===== src/rtl/cle_pkg.sv =====
// ----------------------------------------------------------------------------
// Console line editor package
// Shared widths, character codes, result channel codes and interface types.
// ----------------------------------------------------------------------------
`default_nettype none

package cle_pkg;

   localparam int CNT_W      = 6;
   localparam int BYTE_W     = 8;
   localparam int MODE_W     = 2;
   localparam int CHAN_W     = 2;
   localparam int APB_DATA_W = 32;
   localparam int APB_ADDR_W = 3;

   // Result channels
   localparam logic [CHAN_W-1:0] CH_ECHO = 2'd0;
   localparam logic [CHAN_W-1:0] CH_LINE = 2'd1;
   localparam logic [CHAN_W-1:0] CH_END  = 2'd2;

   // Editing modes; any code with the upper bit set is plain mode.
   localparam logic [MODE_W-1:0] MODE_EDIT = 2'd0;
   localparam logic [MODE_W-1:0] MODE_ECHO = 2'd1;

   // Register indexes, taken from address bit 2
   localparam logic REG_MAX_LENGTH = 1'b0;
   localparam logic REG_EDIT_MODE  = 1'b1;

   localparam logic [CNT_W-1:0] MAX_LENGTH_RESET = 6'd32;

   // Character codes
   localparam logic [BYTE_W-1:0] CHR_BEL   = 8'h07;
   localparam logic [BYTE_W-1:0] CHR_BS    = 8'h08;
   localparam logic [BYTE_W-1:0] CHR_LF    = 8'h0A;
   localparam logic [BYTE_W-1:0] CHR_CR    = 8'h0D;
   localparam logic [BYTE_W-1:0] CHR_SPACE = 8'h20;
   localparam logic [BYTE_W-1:0] CHR_DEL   = 8'h7F;
   localparam logic [BYTE_W-1:0] CHR_NUL   = 8'h00;

   typedef struct packed {
      logic [CNT_W-1:0]  max_length;
      logic [MODE_W-1:0] edit_mode;
   } cle_cfg_type;

   typedef struct packed {
      logic [CHAN_W-1:0] channel;
      logic [BYTE_W-1:0] out_byte;
      logic [CNT_W-1:0]  line_length;
      logic              last;
   } cle_rsp_type;

endpackage

`default_nettype wire


===== src/rtl/cle_ram.sv =====
// ----------------------------------------------------------------------------
// Generic single-port RAM
// One access per cycle, write or read, with the read data registered.
// ----------------------------------------------------------------------------
`default_nettype none

module cle_ram #(
   parameter int WIDTH = 8,
   parameter int DEPTH = 32
) (
   input  wire logic                                       clock,
   input  wire logic                                       we,
   input  wire logic                                       re,
   input  wire logic [((DEPTH > 1) ? $clog2(DEPTH) : 1)-1:0] addr,
   input  wire logic [WIDTH-1:0]                           wdata,
   output logic      [WIDTH-1:0]                           rdata
);

   logic [WIDTH-1:0] mem_ff [DEPTH];
   logic [WIDTH-1:0] rdata_ff;

   always_ff @(posedge clock) begin
      if (we) begin
         mem_ff[addr] <= wdata;
      end
      if (re) begin
         rdata_ff <= mem_ff[addr];
      end
   end

   assign rdata = rdata_ff;

endmodule

`default_nettype wire


===== src/rtl/cle_ctrl.sv =====
// ----------------------------------------------------------------------------
// Console line editor sequencer
// Classifies each request, updates the line store and count, and steps the
// echo bytes, line characters and end marker into the result register.
// ----------------------------------------------------------------------------
`default_nettype none

module cle_ctrl
   import cle_pkg::*;
#(
   parameter int MAX_CHARS = 32
) (
   input  wire logic                                           clock,
   input  wire logic                                           reset,
   input  wire cle_cfg_type                                    cfg,
   input  wire logic                                           req_valid,
   output logic                                                req_ready,
   input  wire logic [BYTE_W-1:0]                              req_rx_char,
   output logic                                                rsp_valid,
   input  wire logic                                           rsp_ready,
   output cle_rsp_type                                         rsp,
   output logic                                                ram_we,
   output logic                                                ram_re,
   output logic [((MAX_CHARS > 1) ? $clog2(MAX_CHARS) : 1)-1:0] ram_addr,
   output logic [BYTE_W-1:0]                                   ram_wdata,
   input  wire logic [BYTE_W-1:0]                              ram_rdata
);

   localparam int               AddrW     = (MAX_CHARS > 1) ? $clog2(MAX_CHARS) : 1;
   localparam logic [CNT_W-1:0] MaxCharsC = CNT_W'(MAX_CHARS);

   typedef enum logic [2:0] {
      ST_IDLE,
      ST_ECHO,
      ST_FLUSH,
      ST_EMIT,
      ST_END
   } state_type;

   state_type         state_ff, state_in;
   logic [BYTE_W-1:0] echo_ff [3];
   logic [BYTE_W-1:0] echo_in [3];
   logic [1:0]        num_ff, num_in;
   logic [1:0]        eidx_ff, eidx_in;
   logic              flush_ff, flush_in;
   logic [CNT_W-1:0]  count_ff, count_in;
   logic [CNT_W-1:0]  idx_ff, idx_in;
   logic              rsp_valid_ff, rsp_valid_in;
   cle_rsp_type       rsp_ff, rsp_in;

   logic [CNT_W-1:0]  limit;
   logic [CNT_W-1:0]  next_idx;
   logic              full;
   logic              is_erase;
   logic              is_eol;
   logic              plain;
   logic              slot_free;

   assign limit     = (cfg.max_length < MaxCharsC) ? cfg.max_length : MaxCharsC;
   assign full      = (count_ff >= limit);
   assign is_erase  = (req_rx_char == CHR_BS) || (req_rx_char == CHR_DEL);
   assign is_eol    = (req_rx_char == CHR_LF) || (req_rx_char == CHR_CR);
   assign plain     = cfg.edit_mode[1];
   assign slot_free = !rsp_valid_ff || rsp_ready;
   assign next_idx  = idx_ff + CNT_W'(1);

   always_comb begin
      state_in     = state_ff;
      echo_in      = echo_ff;
      num_in       = num_ff;
      eidx_in      = eidx_ff;
      flush_in     = flush_ff;
      count_in     = count_ff;
      idx_in       = idx_ff;
      rsp_valid_in = rsp_valid_ff && !rsp_ready;
      rsp_in       = rsp_ff;
      ram_we       = 1'b0;
      ram_re       = 1'b0;
      ram_addr     = count_ff[AddrW-1:0];
      ram_wdata    = req_rx_char;

      case (state_ff)
         ST_IDLE: begin
            if (req_valid) begin
               eidx_in  = 2'd0;
               flush_in = 1'b0;
               num_in   = 2'd1;
               echo_in  = '{req_rx_char, req_rx_char, req_rx_char};
               if (plain) begin
                  // Plain mode echoes first; the ending character is dropped.
                  if (is_eol || full) begin
                     flush_in = 1'b1;
                  end else begin
                     ram_we   = 1'b1;
                     count_in = count_ff + CNT_W'(1);
                  end
               end else if (is_erase) begin
                  if (cfg.edit_mode == MODE_ECHO) begin
                     echo_in[0] = CHR_BEL;
                  end else if (count_ff != '0) begin
                     echo_in  = '{CHR_BS, CHR_SPACE, CHR_BS};
                     num_in   = 2'd3;
                     count_in = count_ff - CNT_W'(1);
                  end else begin
                     num_in = 2'd0;
                  end
               end else if (is_eol) begin
                  echo_in[0] = CHR_CR;
                  echo_in[1] = CHR_LF;
                  num_in     = 2'd2;
                  flush_in   = 1'b1;
               end else if (!full) begin
                  ram_we   = 1'b1;
                  count_in = count_ff + CNT_W'(1);
               end else begin
                  echo_in[0] = CHR_BEL;
               end
               // In edit mode, erasing on an empty line gives no result at all.
               state_in = (num_in == 2'd0) ? ST_IDLE : ST_ECHO;
            end
         end

         ST_ECHO: begin
            if (slot_free) begin
               rsp_valid_in       = 1'b1;
               rsp_in.channel     = CH_ECHO;
               rsp_in.out_byte    = echo_ff[eidx_ff];
               rsp_in.line_length = '0;
               rsp_in.last        = (eidx_ff == num_ff - 2'd1) && !flush_ff;
               eidx_in            = eidx_ff + 2'd1;
               if (eidx_ff == num_ff - 2'd1) begin
                  state_in = flush_ff ? ST_FLUSH : ST_IDLE;
               end
            end
         end

         ST_FLUSH: begin
            if (count_ff == '0) begin
               state_in = ST_END;
            end else begin
               ram_re   = 1'b1;
               ram_addr = '0;
               idx_in   = '0;
               state_in = ST_EMIT;
            end
         end

         ST_EMIT: begin
            // The read for the next character is issued as this one leaves,
            // so the store delivers one character per cycle when unstalled.
            if (slot_free) begin
               rsp_valid_in       = 1'b1;
               rsp_in.channel     = CH_LINE;
               rsp_in.out_byte    = ram_rdata;
               rsp_in.line_length = '0;
               rsp_in.last        = 1'b0;
               if (next_idx < count_ff) begin
                  ram_re   = 1'b1;
                  ram_addr = next_idx[AddrW-1:0];
                  idx_in   = next_idx;
               end else begin
                  state_in = ST_END;
               end
            end
         end

         ST_END: begin
            if (slot_free) begin
               rsp_valid_in       = 1'b1;
               rsp_in.channel     = CH_END;
               rsp_in.out_byte    = CHR_NUL;
               rsp_in.line_length = count_ff;
               rsp_in.last        = 1'b1;
               count_in           = '0;
               state_in           = ST_IDLE;
            end
         end

         default: begin
            state_in = ST_IDLE;
         end
      endcase
   end

   always_ff @(posedge clock) begin
      if (reset) begin
         state_ff     <= ST_IDLE;
         num_ff       <= '0;
         eidx_ff      <= '0;
         flush_ff     <= 1'b0;
         count_ff     <= '0;
         idx_ff       <= '0;
         rsp_valid_ff <= 1'b0;
      end else begin
         state_ff     <= state_in;
         num_ff       <= num_in;
         eidx_ff      <= eidx_in;
         flush_ff     <= flush_in;
         count_ff     <= count_in;
         idx_ff       <= idx_in;
         rsp_valid_ff <= rsp_valid_in;
      end
      echo_ff <= echo_in;
      rsp_ff  <= rsp_in;
   end

   assign req_ready = (state_ff == ST_IDLE);
   assign rsp_valid = rsp_valid_ff;
   assign rsp       = rsp_ff;

endmodule

`default_nettype wire


===== src/rtl/console_line_editor.sv =====
// ----------------------------------------------------------------------------
// Console line editor
// Terminal line editor with erase, bell and echo handling over a line store.
// ----------------------------------------------------------------------------
//
//   Channel   Ports                         Moves
//   -------   ---------------------------   --------------------------------
//   request   req_valid/req_ready/req_*     one received character
//   result    rsp_valid/rsp_ready/rsp_*     echo byte, line character, end
//   config    psel/penable/pwrite/paddr/..  max_length (0x0), edit_mode (0x4)
//
// A character is taken while the editor is idle, and each result it causes is
// loaded into the result register in turn, holding while the result side stalls.
// Ending a line of N characters gives its echoes, then starts a read of the
// line store, then gives the N line characters and the end marker; the single
// port of the line store paces the line characters. The next request is taken
// once the last result has been loaded into the result register, even while it
// waits to be taken. Reset clears the count and the mode and sets the limit to
// 32; the line store is not cleared.
// ----------------------------------------------------------------------------
`default_nettype none

module console_line_editor
   import cle_pkg::*;
#(
   parameter int MAX_CHARS = 32
) (
   input  wire logic                  clock,
   input  wire logic                  reset,
   input  wire logic                  req_valid,
   output logic                       req_ready,
   input  wire logic [BYTE_W-1:0]     req_rx_char,
   output logic                       rsp_valid,
   input  wire logic                  rsp_ready,
   output logic [CHAN_W-1:0]          rsp_channel,
   output logic [BYTE_W-1:0]          rsp_out_byte,
   output logic [CNT_W-1:0]           rsp_line_length,
   output logic                       rsp_last,
   input  wire logic                  psel,
   input  wire logic                  penable,
   input  wire logic                  pwrite,
   input  wire logic [APB_ADDR_W-1:0] paddr,
   input  wire logic [APB_DATA_W-1:0] pwdata,
   output logic [APB_DATA_W-1:0]      prdata,
   output logic                       pready
);

   localparam int AddrW = (MAX_CHARS > 1) ? $clog2(MAX_CHARS) : 1;

   logic [CNT_W-1:0]  max_length_ff, max_length_in;
   logic [MODE_W-1:0] edit_mode_ff, edit_mode_in;
   logic              wr_en;
   cle_cfg_type       cfg;
   cle_rsp_type       rsp;
   logic              ram_we;
   logic              ram_re;
   logic [AddrW-1:0]  ram_addr;
   logic [BYTE_W-1:0] ram_wdata;
   logic [BYTE_W-1:0] ram_rdata;

   assign pready = 1'b1;
   assign wr_en  = psel && penable && pwrite && pready;

   always_comb begin
      max_length_in = max_length_ff;
      edit_mode_in  = edit_mode_ff;
      if (wr_en) begin
         if (paddr[2] == REG_EDIT_MODE) begin
            edit_mode_in = pwdata[MODE_W-1:0];
         end else begin
            max_length_in = pwdata[CNT_W-1:0];
         end
      end
   end

   always_ff @(posedge clock) begin
      if (reset) begin
         max_length_ff <= MAX_LENGTH_RESET;
         edit_mode_ff  <= MODE_EDIT;
      end else begin
         max_length_ff <= max_length_in;
         edit_mode_ff  <= edit_mode_in;
      end
   end

   assign prdata = (paddr[2] == REG_EDIT_MODE) ? APB_DATA_W'(edit_mode_ff)
                                                : APB_DATA_W'(max_length_ff);

   assign cfg.max_length = max_length_ff;
   assign cfg.edit_mode  = edit_mode_ff;

   cle_ctrl #(
      .MAX_CHARS (MAX_CHARS)
   ) u_ctrl (
      .clock       (clock),
      .reset       (reset),
      .cfg         (cfg),
      .req_valid   (req_valid),
      .req_ready   (req_ready),
      .req_rx_char (req_rx_char),
      .rsp_valid   (rsp_valid),
      .rsp_ready   (rsp_ready),
      .rsp         (rsp),
      .ram_we      (ram_we),
      .ram_re      (ram_re),
      .ram_addr    (ram_addr),
      .ram_wdata   (ram_wdata),
      .ram_rdata   (ram_rdata)
   );

   cle_ram #(
      .WIDTH (BYTE_W),
      .DEPTH (MAX_CHARS)
   ) u_line_store (
      .clock (clock),
      .we    (ram_we),
      .re    (ram_re),
      .addr  (ram_addr),
      .wdata (ram_wdata),
      .rdata (ram_rdata)
   );

   assign rsp_channel     = rsp.channel;
   assign rsp_out_byte    = rsp.out_byte;
   assign rsp_line_length = rsp.line_length;
   assign rsp_last        = rsp.last;

endmodule

`default_nettype wire


===== config.mk =====
export PLATFORM = sky130hd
export DESIGN_NAME = console_line_editor
export DESIGN_NICKNAME = d
export VERILOG_FILES = /design/src/rtl/cle_pkg.sv /design/src/rtl/cle_ram.sv /design/src/rtl/cle_ctrl.sv /design/src/rtl/console_line_editor.sv
export SDC_FILE = /design/constraint.sdc
export NUM_CORES = 1
export LEC_CHECK = 0
export BUFFER_PORTS_ARGS = -buffer_cell sky130_fd_sc_hd__buf_2
export CORE_MARGIN = 3
export CORE_UTILIZATION = 45
export DETAILED_ROUTE_END_ITERATION = 8
export SETUP_SLACK_MARGIN = 0.02
export SYNTH_ARGS = -nofsm -noshare
export SYNTH_HDL_FRONTEND = slang
export SYNTH_SLANG_ARGS = --single-unit

===== constraint.sdc =====
create_clock -name clock -period 4.4 [get_ports clock]
set_input_delay 0.88 -clock clock [delete_from_list [all_inputs] [get_ports clock]]
set_output_delay 0.88 -clock clock [all_outputs]
set_load 0.01 [all_outputs]

==> metrics.txt, run 1 <==
status finished, final reports clean; Setup Viol. Count Final 0; GRT overflow 0; Port-buffer cells 46; Cell variety after synth 66; drt first pass iters 7; Critical Path RT 4630 ps; layout cells sized above 1 0.151; P_int 5.64 mW; GPL Wtd Cong 0.882; syn_area_per_cell 12.8 um2; period utilisation layout 0.929; clock tree buffer depth 3; vias in the first global route 8805; crit path launch type flip-flop; Max VDD drop 0.378 mV; max-cap check violation count 0; first-pass GRT wire length 51700 um; Worst EP arrival 4310 ps; crit path from u_ctrl.idx_ff[0]; htree depth 2; register bit count reported by yosys 334; most frequent cell after synthesis edfxtp_1; I/O pins 102; Detailed Place HPWL 22300 um; Post-Layout Cell Count 1656; Routed WL 34000 um; skew final 16.4 ps; Root Driver clkbuf_16; Final Critical Period 4090 ps; nets 1292; Seq/Total Area, Yosys 0.670; fillcell total 2680; DR WL/cell 20.5 um; top_reg_cell synth edfxtp_1; number of DRC markers in iteration 0 841; hold-fix buffers at CTS 0; area of the core 31700 um2; Max FO, Critical Path 12; Synth Instances 1131; Die Ht 186 um; synthesized area 14500 um2; All-Layer GR Usage 0.196; Antenna Violating Nets Remaining 0; most frequent cells after synthesis 305 x edfxtp_1, 159 x nand2_1, 89 x a21oi_1, 82 x nor2_1, 63 x mux2i_1; Leak Pwr 6.15 nW; DP Worst Slack 341 ps; vias per cell 5.62; Worst-path clk slew 60 ps; CTS Sinks 334; fmax 245 MHz; headroom to the max-slew limit 0.301; CP Capture Type flip-flop; Final Max Tran Viols 0; Yosys warnings 0; Initial Util 0.458; detailed-route DRC error count 0; final core occ 0.523; Vias 9305; DP Cell Count 1591; die area 34500 um2; Setup CP Type reg2reg; Setup Total Neg Slack 0 ps; RSZ-0062 raised after global routing false; number of synthesized flops with an enable pin 305; Site Rows 65; Layout area overhead 14.1%; leading area contributor after synthesis edfxtp_1; CTS tree built; sw frac 0.265; Hold Path Origin u_ctrl.num_ff[1]; clk_lat worst skew 510 ps; PwrDens 463 nW/um2; Comb power frac 0.170; Post-CTS Setup Bufs 0; initial antenna violation count 1; pin count of the biggest net entering global routing 49; die width 186 um; HP Class reg2reg; Final Worst Setup Slack 314 ps; Sw Pwr 2.03 mW; total power 7.67 mW; share of flip-flops with an asynchronous set or reset 0; Reg-to-Reg Start u_ctrl.idx_ff[0]; TritonCTS Buffers 37; CTS resizes 0; Clock power frac 0.356; largest cells by area after synthesis edfxtp_1 63%, mux2i_1 4.3%, nand2_1 4.1%; Synth top area share 0.630; Worst-Margin Slew 1050 ps; final hold violations 0; sequential share of power 0.474
==> placed cells by master, fill, tap and decap left out, types with 4 or more instances in the layout <==
master,n
clkinv_2,4
a211oi_1,4
nor2b_1,7
o22ai_1,10
a211o_1,4
nand4_1,10
a22o_1,20
nand3_1,32
buf_2,46
nor2_1,82
buf_12,6
and3_1,6
conb_1,27
inv_1,16
buf_4,69
dfxtp_1,29
a21oi_1,89
clkbuf_1,18
a32oi_1,18
nor3_2,5
and2_1,13
ha_1,14
nor3_1,10
mux2i_1,63
or2_2,4
nand2b_1,11
a21o_1,9
nand2_1,159
xnor2_1,10
o21ai_0,16
clkbuf_16,37
edfxtp_1,305
a2bb2oi_1,14
a22oi_1,38
==> cells by family after synthesis <==
family	count (synthesis)	synth area share
AO/OA/AOI/OAI	246	0.117
flip-flops	334	0.670
multiplexers	66	0.0460
AND/OR/NAND/NOR	353	0.110
other	2	0.000517
buffers and inverters	105	0.0374
XOR/XNOR	11	0.00663
adder cells (fa/ha/maj)	14	0.0121
==> worst max-delay path: stages (launching register included) <==
cell       delay, ps
dfxtp_1          440
ha_1             270
nand3_1          110
xnor2_1          310
ha_1             290
and2_1           190
a211oi_2         290
a21oi_1          180
or3_2            630
buf_4            240
a21oi_1          160
a22o_1           170
a2bb2oi_1        310
nand4_1          180
==> stage by stage <==
| step | area (um2) | hold slack (ps) |
|---|---|---|
| after floorplan | 14600 | 450 |
| after global placement | 15500 | 462 |
| after detailed placement | 15500 | 464 |
| after CTS | 16600 | 472 |
| after global routing | 16600 | 503 |
| final | 16600 | 467 |
==> layer usage <==
layer	routed length, um	vias up	track usage
met2	16000	275	0.317
met4	734	0	0.0503
met3	1900	56	0.0322
met5	0	-	0
li1	-	4385	-
met1	15400	4589	0.279
==> power groups by stage <==
stage	combinational, mW	sequential, mW	clock [mW]
finish	1.30	3.64	2.73
global placement	1.29	3.70	0
detailed placement	1.30	3.70	0
global route	1.43	3.65	2.92
floorplan	0.884	3.70	0
CTS	1.31	3.64	2.79
==> path summary, 6_finish.rpt <==
check / slack [ps] / cells past startpoint / to
max reg2reg: 310 / 13 / u_line_store.rdata[1]
min reg2reg: 470 / 2 / u_ctrl.num_ff[1]
max: 310 / 13 / u_line_store.rdata[1]
min: 470 / 2 / u_ctrl.num_ff[1]
==> state kept, by name, indices dropped and copies added, names as in the netlist, 3 cells and up <==
name,flops
u_line_store.mem_ff,256
u_ctrl.rsp,17
u_ctrl.count_ff,6
u_ctrl.state_ff,3
u_line_store.rdata,8
u_ctrl.idx_ff,6
max_length_ff,6
u_ctrl.echo_ff,24
==> area by class of cell <==
cell class                 instances  area, um2  area share
timing repair buffer             121        868      0.0524
antenna                            1       2.50    0.000151
tap                              402        503      0.0303
clock inverter                     9       52.6     0.00317
multi-input combinational        717       4350       0.263
clock buffer                      55        993      0.0599
inverter                          17       63.8     0.00385
sequential                       334       9740       0.588
(Power assumes the default switching activity.)
==> inputs of run 2 (changes only) <==
Settings changed: CORE_MARGIN 3 to default, CTS_CLUSTER_DIAMETER from default to 120.
Clock period 4.4 ns to 4.7 ns, I/O delays scaled along.
==> run 2 against run 1 <==
Compared with the run above:
- combinational power shrank 9%
- global-route usage grew 0.76 points
- fmax shrank 5.9%
- cell count shrank 1.1%
- clock skew grew 9.1 ps
- register-to-register slack gained 50 ps
- count of clock-buffer cells in the layout shrank 7
- critical path depth shrank 1
- non-clock buffer count shrank 13
==> metrics.txt, run 2 (synthesis results as in run 1) <==
Initial Util 0.459; Worst-Margin Slew 1050 ps; most frequent cells in the layout 305 x edfxtp_1, 159 x nand2_1, 89 x a21oi_1, 82 x nor2_1, 63 x mux2i_1; Clock power frac 0.355; max reg flops 256; first-pass GRT wire length 51300 um; DP Worst Slack 442 ps; Setup Viol. Count Final 0; CTS Sinks 334; Max VDD drop 0.318 mV; Max FO, Critical Path 35; GPL Wtd Cong 0.886; Site Rows 65; max-cap check violation count 0; period utilisation layout 0.923; DR WL/cell 20.3 um; FF-to-FF path depth 12; GRT overflow 0; P_int 5.22 mW; CP top delay family compound AO/OA/AOI/OAI gates; Detailed Place HPWL 21500 um; nets 1279; die width 182 um; HP Class reg2reg; crit path launch type flip-flop; CTS tree built; RSZ-0062 raised after global routing false; vias in the first global route 8811; Hold Path Origin u_ctrl.num_ff[1]; Vias 9172; number of DRC markers in iteration 0 874; Leak Pwr 6.08 nW; headroom to the max-slew limit 0.296; end point of the critical path u_line_store.rdata[5]; leading cell type in the layout, fill and taps excluded edfxtp_1; crit path from u_ctrl.idx_ff[0]; final hold violations 0; Post-Layout Cell Count 1637; Critical Path, Cell by Cell ha_1, nand3_1, xnor2_1, ha_1, and2_1, a211o_1, o211ai_1, o211a_4, buf_4, a22oi_1, a32oi_1, nand4_1; Die Ht 182 um; Worst EP arrival 4510 ps; Final Critical Period 4340 ps; Setup Total Neg Slack 0 ps; Final Worst Setup Slack 360 ps; Setup CP Type reg2reg; Area after DPL 15400 um2; skew final 25.5 ps; TritonCTS Buffers 37; htree depth 2; hold-fix buffers at CTS 0; die area 33000 um2; total power 7.12 mW; number of cells on the critical path 12; Port-buffer cells 46; area of the core 31600 um2; Layout area overhead 13.1%; pin count of the biggest net entering global routing 85; sw frac 0.267; Antenna Violating Nets Remaining 0; Post-CTS Setup Bufs 0; Largest Register u_line_store.mem_ff; PwrDens 433 nW/um2; delay of the slowest critical-path stage 420 ps; crit-path most repeated cell ha_1; Routed WL 33300 um; clk_lat worst skew 520 ps; CP Capture Type flip-flop; status finished, final reports clean; Worst-path clk slew 50 ps; vias per cell 5.60; sequential share of power 0.479; DP Cell Count 1578; layout cells sized above 1 0.142; All-Layer GR Usage 0.204; CP max-delay cell dfxtp_1; Comb power frac 0.166; clock tree buffer depth 3; I/O pins 102; drt first pass iters 5; Root Driver clkbuf_16; detailed-route DRC error count 0; initial antenna violation count 1; final instance area 16400 um2; fmax 230 MHz; Final Max Tran Viols 0; reg2reg setup slack 360 ps; CTS resizes 0; Sw Pwr 1.90 mW; Reg-to-Reg Start u_ctrl.idx_ff[0]; diodes inserted 0; Critical Path RT 4870 ps; crit path buf inv count 1; Worst R2R End u_line_store.rdata[5]
-- run 2: power groups by stage --
stage | registers (mW) | clock network, mW | logic [mW]
final | 3.41 | 2.53 | 1.18
after global routing | 3.42 | 2.70 | 1.29
after detailed placement | 3.47 | 0 | 1.18
after global placement | 3.47 | 0 | 1.17
after floorplan | 3.46 | 0 | 0.828
after CTS | 3.41 | 2.58 | 1.19
-- run 2: worst min path at each step --
stage	end	slack [ps]	cells after the start
after floorplan	u_ctrl.num_ff[1]	450	2
after detailed placement	u_ctrl.num_ff[1]	480	2
final	u_ctrl.num_ff[1]	490	2
after CTS	u_ctrl.num_ff[1]	490	2
after global placement	u_ctrl.num_ff[1]	460	2
after global routing	u_ctrl.num_ff[1]	520	2
-- run 2: worst reg2reg max path, stage by stage, from the launching register on --
cell,delay (ps)
dfxtp_1,420
ha_1,260
nand3_1,110
xnor2_1,380
ha_1,310
and2_1,190
a211o_1,330
o211ai_1,260
o211a_4,410
buf_4,430
a22oi_1,230
a32oi_1,370
nand4_1,300
-- run 2: cell type report --
| type | count | area (um2) |
|---|---|---|
| Sequential cell | 334 | 9740 |
| Timing Repair Buffer | 108 | 746 |
| Multi-Input combinational cell | 717 | 4350 |
| Clock inverter | 11 | 60.1 |
| Inverter | 17 | 63.8 |
| Tap cell | 402 | 503 |
| Fill cell | 2695 | 15200 |
| Clock buffer | 48 | 967 |
-- run 2: layer usage --
layer  wire length (um)  up-vias  track usage  part of all wire
met2              15500      271        0.320              0.46
met1              15100     4485        0.291              0.45
li1                   -     4358            -                 -
met4                824        2       0.0647             0.025
met3               1860       56       0.0319             0.056
met5                  9        -            0           0.00027
-- run 2: through the flow --
step,hold WS [ps],utilization
CTS,489,0.519
finish,488,0.519
detailed placement,481,0.487
global placement,461,0.487
global route,522,0.519
floorplan,450,-
==> inputs of run 3 (changes only) <==
Settings changed: ABC_AREA from default to 1, CORE_ASPECT_RATIO from default to 1.75.
==> run 3 against run 2 <==
Compared with the run above:
- sequential share of layout area down 2.7 points
- synthesized cell count up 41%
- critical path depth up 3
- non-clock buffer count down 6
- via count up 18%
- die area up 6.0%
- critical endpoint is now u_line_store.mem_ff[8][3]
- largest cell class unchanged
- largest power group unchanged
==> metrics.txt, run 3 <==
Synth Instances 1594; status finished, final reports clean; clock tree buffer depth 3; detailed-route DRC error count 0; max reg flops 256; crit path launch type flip-flop; number of synthesized flops with an enable pin 305; Area after DPL 16200 um2; Port-buffer cells 46; initial antenna violation count 0; TritonCTS Buffers 34; most frequent cells in the layout 656 x nand2_1, 305 x edfxtp_1, 160 x nand3_1, 122 x nor2_1, 69 x inv_1; Layout area overhead 11.8%; I/O pins 102; htree depth 2; Seq/Total Area, Yosys 0.632; leading area contributor after synthesis edfxtp_1; WHS 476 ps; Setup CP Type reg2reg; Critical Path RT 4930 ps; hold-fix buffers at CTS 0; CTS tree built; syn_area_per_cell 9.66 um2; Final Critical Period 3970 ps; nets 1723; Setup Viol. Count Final 0; register bit count reported by yosys 334; most frequent cells after synthesis 656 x nand2_1, 305 x edfxtp_1, 161 x nand3_1, 122 x nor2_1, 69 x inv_1; area of the core 33700 um2; Worst-Margin Slew 1030 ps; Vias 10800; routed wl met2 21000 um; pin count of the biggest net entering global routing 129; number of DRC markers in iteration 0 735; Setup Total Neg Slack 0 ps; Die Ht 247 um; Leak Pwr 7.29 nW; final hold violations 0; Reg-to-Reg Start u_ctrl.idx_ff[0]; vias per cell 5.07; top_reg_cell synth edfxtp_1; FF-to-FF path depth 15; first-pass GRT wire length 59100 um; Yosys warnings 0; die width 142 um; All-Layer GR Usage 0.225; CTS resizes 0; HP Class reg2reg; Critical Path, Cell by Cell nand3_1, nand3b_1, xor2_1, ha_1, nand2_1, inv_1, a21oi_1, nand3_1, nand2_2, nor2_2, nor2_4, buf_4, nand3_2, nor2_1, buf_4; Routed WL 38100 um; DRT met1 WL 13600 um; GPL Wtd Cong 0.889; Site Rows 89; final instance area 17200 um2; DR WL/cell 17.8 um; Post-CTS Setup Bufs 0; die area 35000 um2; clk_lat worst skew 520 ps; CTS Sinks 334; drt first pass iters 5; Hold Path Depth 2; final core occ 0.510; Root Driver clkbuf_16; total power 9.21 mW; layout cells sized above 1 0.107; PwrDens 535 nW/um2; Worst EP arrival 4200 ps; Initial Util 0.456; Largest Register u_line_store.mem_ff; Antenna Violating Nets Remaining 0; delay of the slowest critical-path stage 460 ps; Max VDD drop 0.240 mV; Worst R2R End u_line_store.mem_ff[8][3]; CP max-delay cell buf_4; max-cap check violation count 0; Final Max Tran Viols 0; crit path buf inv count 3; Detailed Place HPWL 25000 um; Cell variety after synth 39; share of flip-flops with an asynchronous set or reset 0; fmax 252 MHz; diodes inserted 0; Worst-path clk slew 60 ps; vias in the first global route 10600; headroom to the max-slew limit 0.312; most frequent cell after synthesis nand2_1; Worst Hold Endpoint max_length_ff[2]; CP top delay family simple AND/OR/NAND/NOR gates; fillcell total 3080; Max FO, Critical Path 42; reg2reg setup slack 730 ps; GRT overflow 0; RSZ-0062 raised after global routing false; synthesized area 15400 um2; leading cell type in the layout, fill and taps excluded nand2_1; length of routed met3 wiring 1520 um; Hold Path Origin max_length_ff[2]; largest cells by area after synthesis edfxtp_1 59%, nand2_1 16%, nand3_1 5.2%; skew final 27.0 ps; Max Used Layer met4; Synth top area share 0.595; period utilisation layout 0.846; CP Capture Type flip-flop
[run 3: cell count changes in the layout (fill, tap and decap cells not counted), sizes merged, moves of 10 or more]
cell	before	now
a21oi	89	22
nand2	159	660
nand3	32	167
inv	19	81
mux2i	63	0
a32oi	18	0
a2bb2oi	14	0
a22oi	40	0
and2	13	0
nor3	16	6
nand2b	11	0
a22o	20	8
nor2	82	132
[run 3: logic make-up after synthesis]
kind of cell,after synthesis,synth area share
other cells,2,0.000488
compound gates,76,0.0301
xor+xnor,13,0.00739
fa+ha+maj,14,0.0114
flops,334,0.632
buf+inv,181,0.0596
simple gates,974,0.259
[run 3: worst max path at each step]
stage	endpoint	cells after the start	startpoint
after global placement	u_line_store.mem_ff[8][5]	15	u_ctrl.idx_ff[0]
after floorplan	u_line_store.mem_ff[4][0]	15	u_ctrl.idx_ff[0]
after detailed placement	u_line_store.mem_ff[15][0]	16	u_ctrl.idx_ff[0]
after global routing	u_line_store.mem_ff[15][7]	16	u_ctrl.idx_ff[0]
after CTS	u_line_store.mem_ff[8][3]	15	u_ctrl.idx_ff[0]
final	u_line_store.mem_ff[8][3]	15	u_ctrl.idx_ff[0]
[run 3: tightest hold or removal path: cells and delay by family (launching register included)]
family / cells / cell delay, ps
DFF: 1 / 310
buffers and inverters: 1 / 70
AOI/OAI and AO/OA: 1 / 50
[run 3: power breakdown]
group | switching [mW] | leakage, nW | internal [mW] | total [mW]
combinational | 2.13 | 3.77 | 0.852 | 2.98
sequential | 0.104 | 3.00 | 3.51 | 3.61
clock | 1.10 | 0.511 | 1.52 | 2.62
[run 3: layout make-up]
cell class / instances / area (um2) / area share
tap: 455 / 569 / 0.0331
clock inverter: 12 / 146 / 0.00850
timing repair buffer: 102 / 688 / 0.0400
sequential: 334 / 9740 / 0.566
clock buffer: 47 / 910 / 0.0528
multi-input combinational: 1104 / 4860 / 0.282
inverter: 83 / 313 / 0.0182
[run 3: routing by layer]
metal / vias to the layer above / GRT usage
met4: 0 / 0.125
met1: 5124 / 0.233
li1: 5351 / -
met3: 78 / 0.0246
met5: - / 0
met2: 281 / 0.434
[run 3: through the flow]
step                      worst slack (ps)  cells
after detailed placement               764   2078
after floorplan                       1540   1619
final                                  726   2137
after CTS                              774   2137
after global placement                 810   2078
after global routing                   415   2137
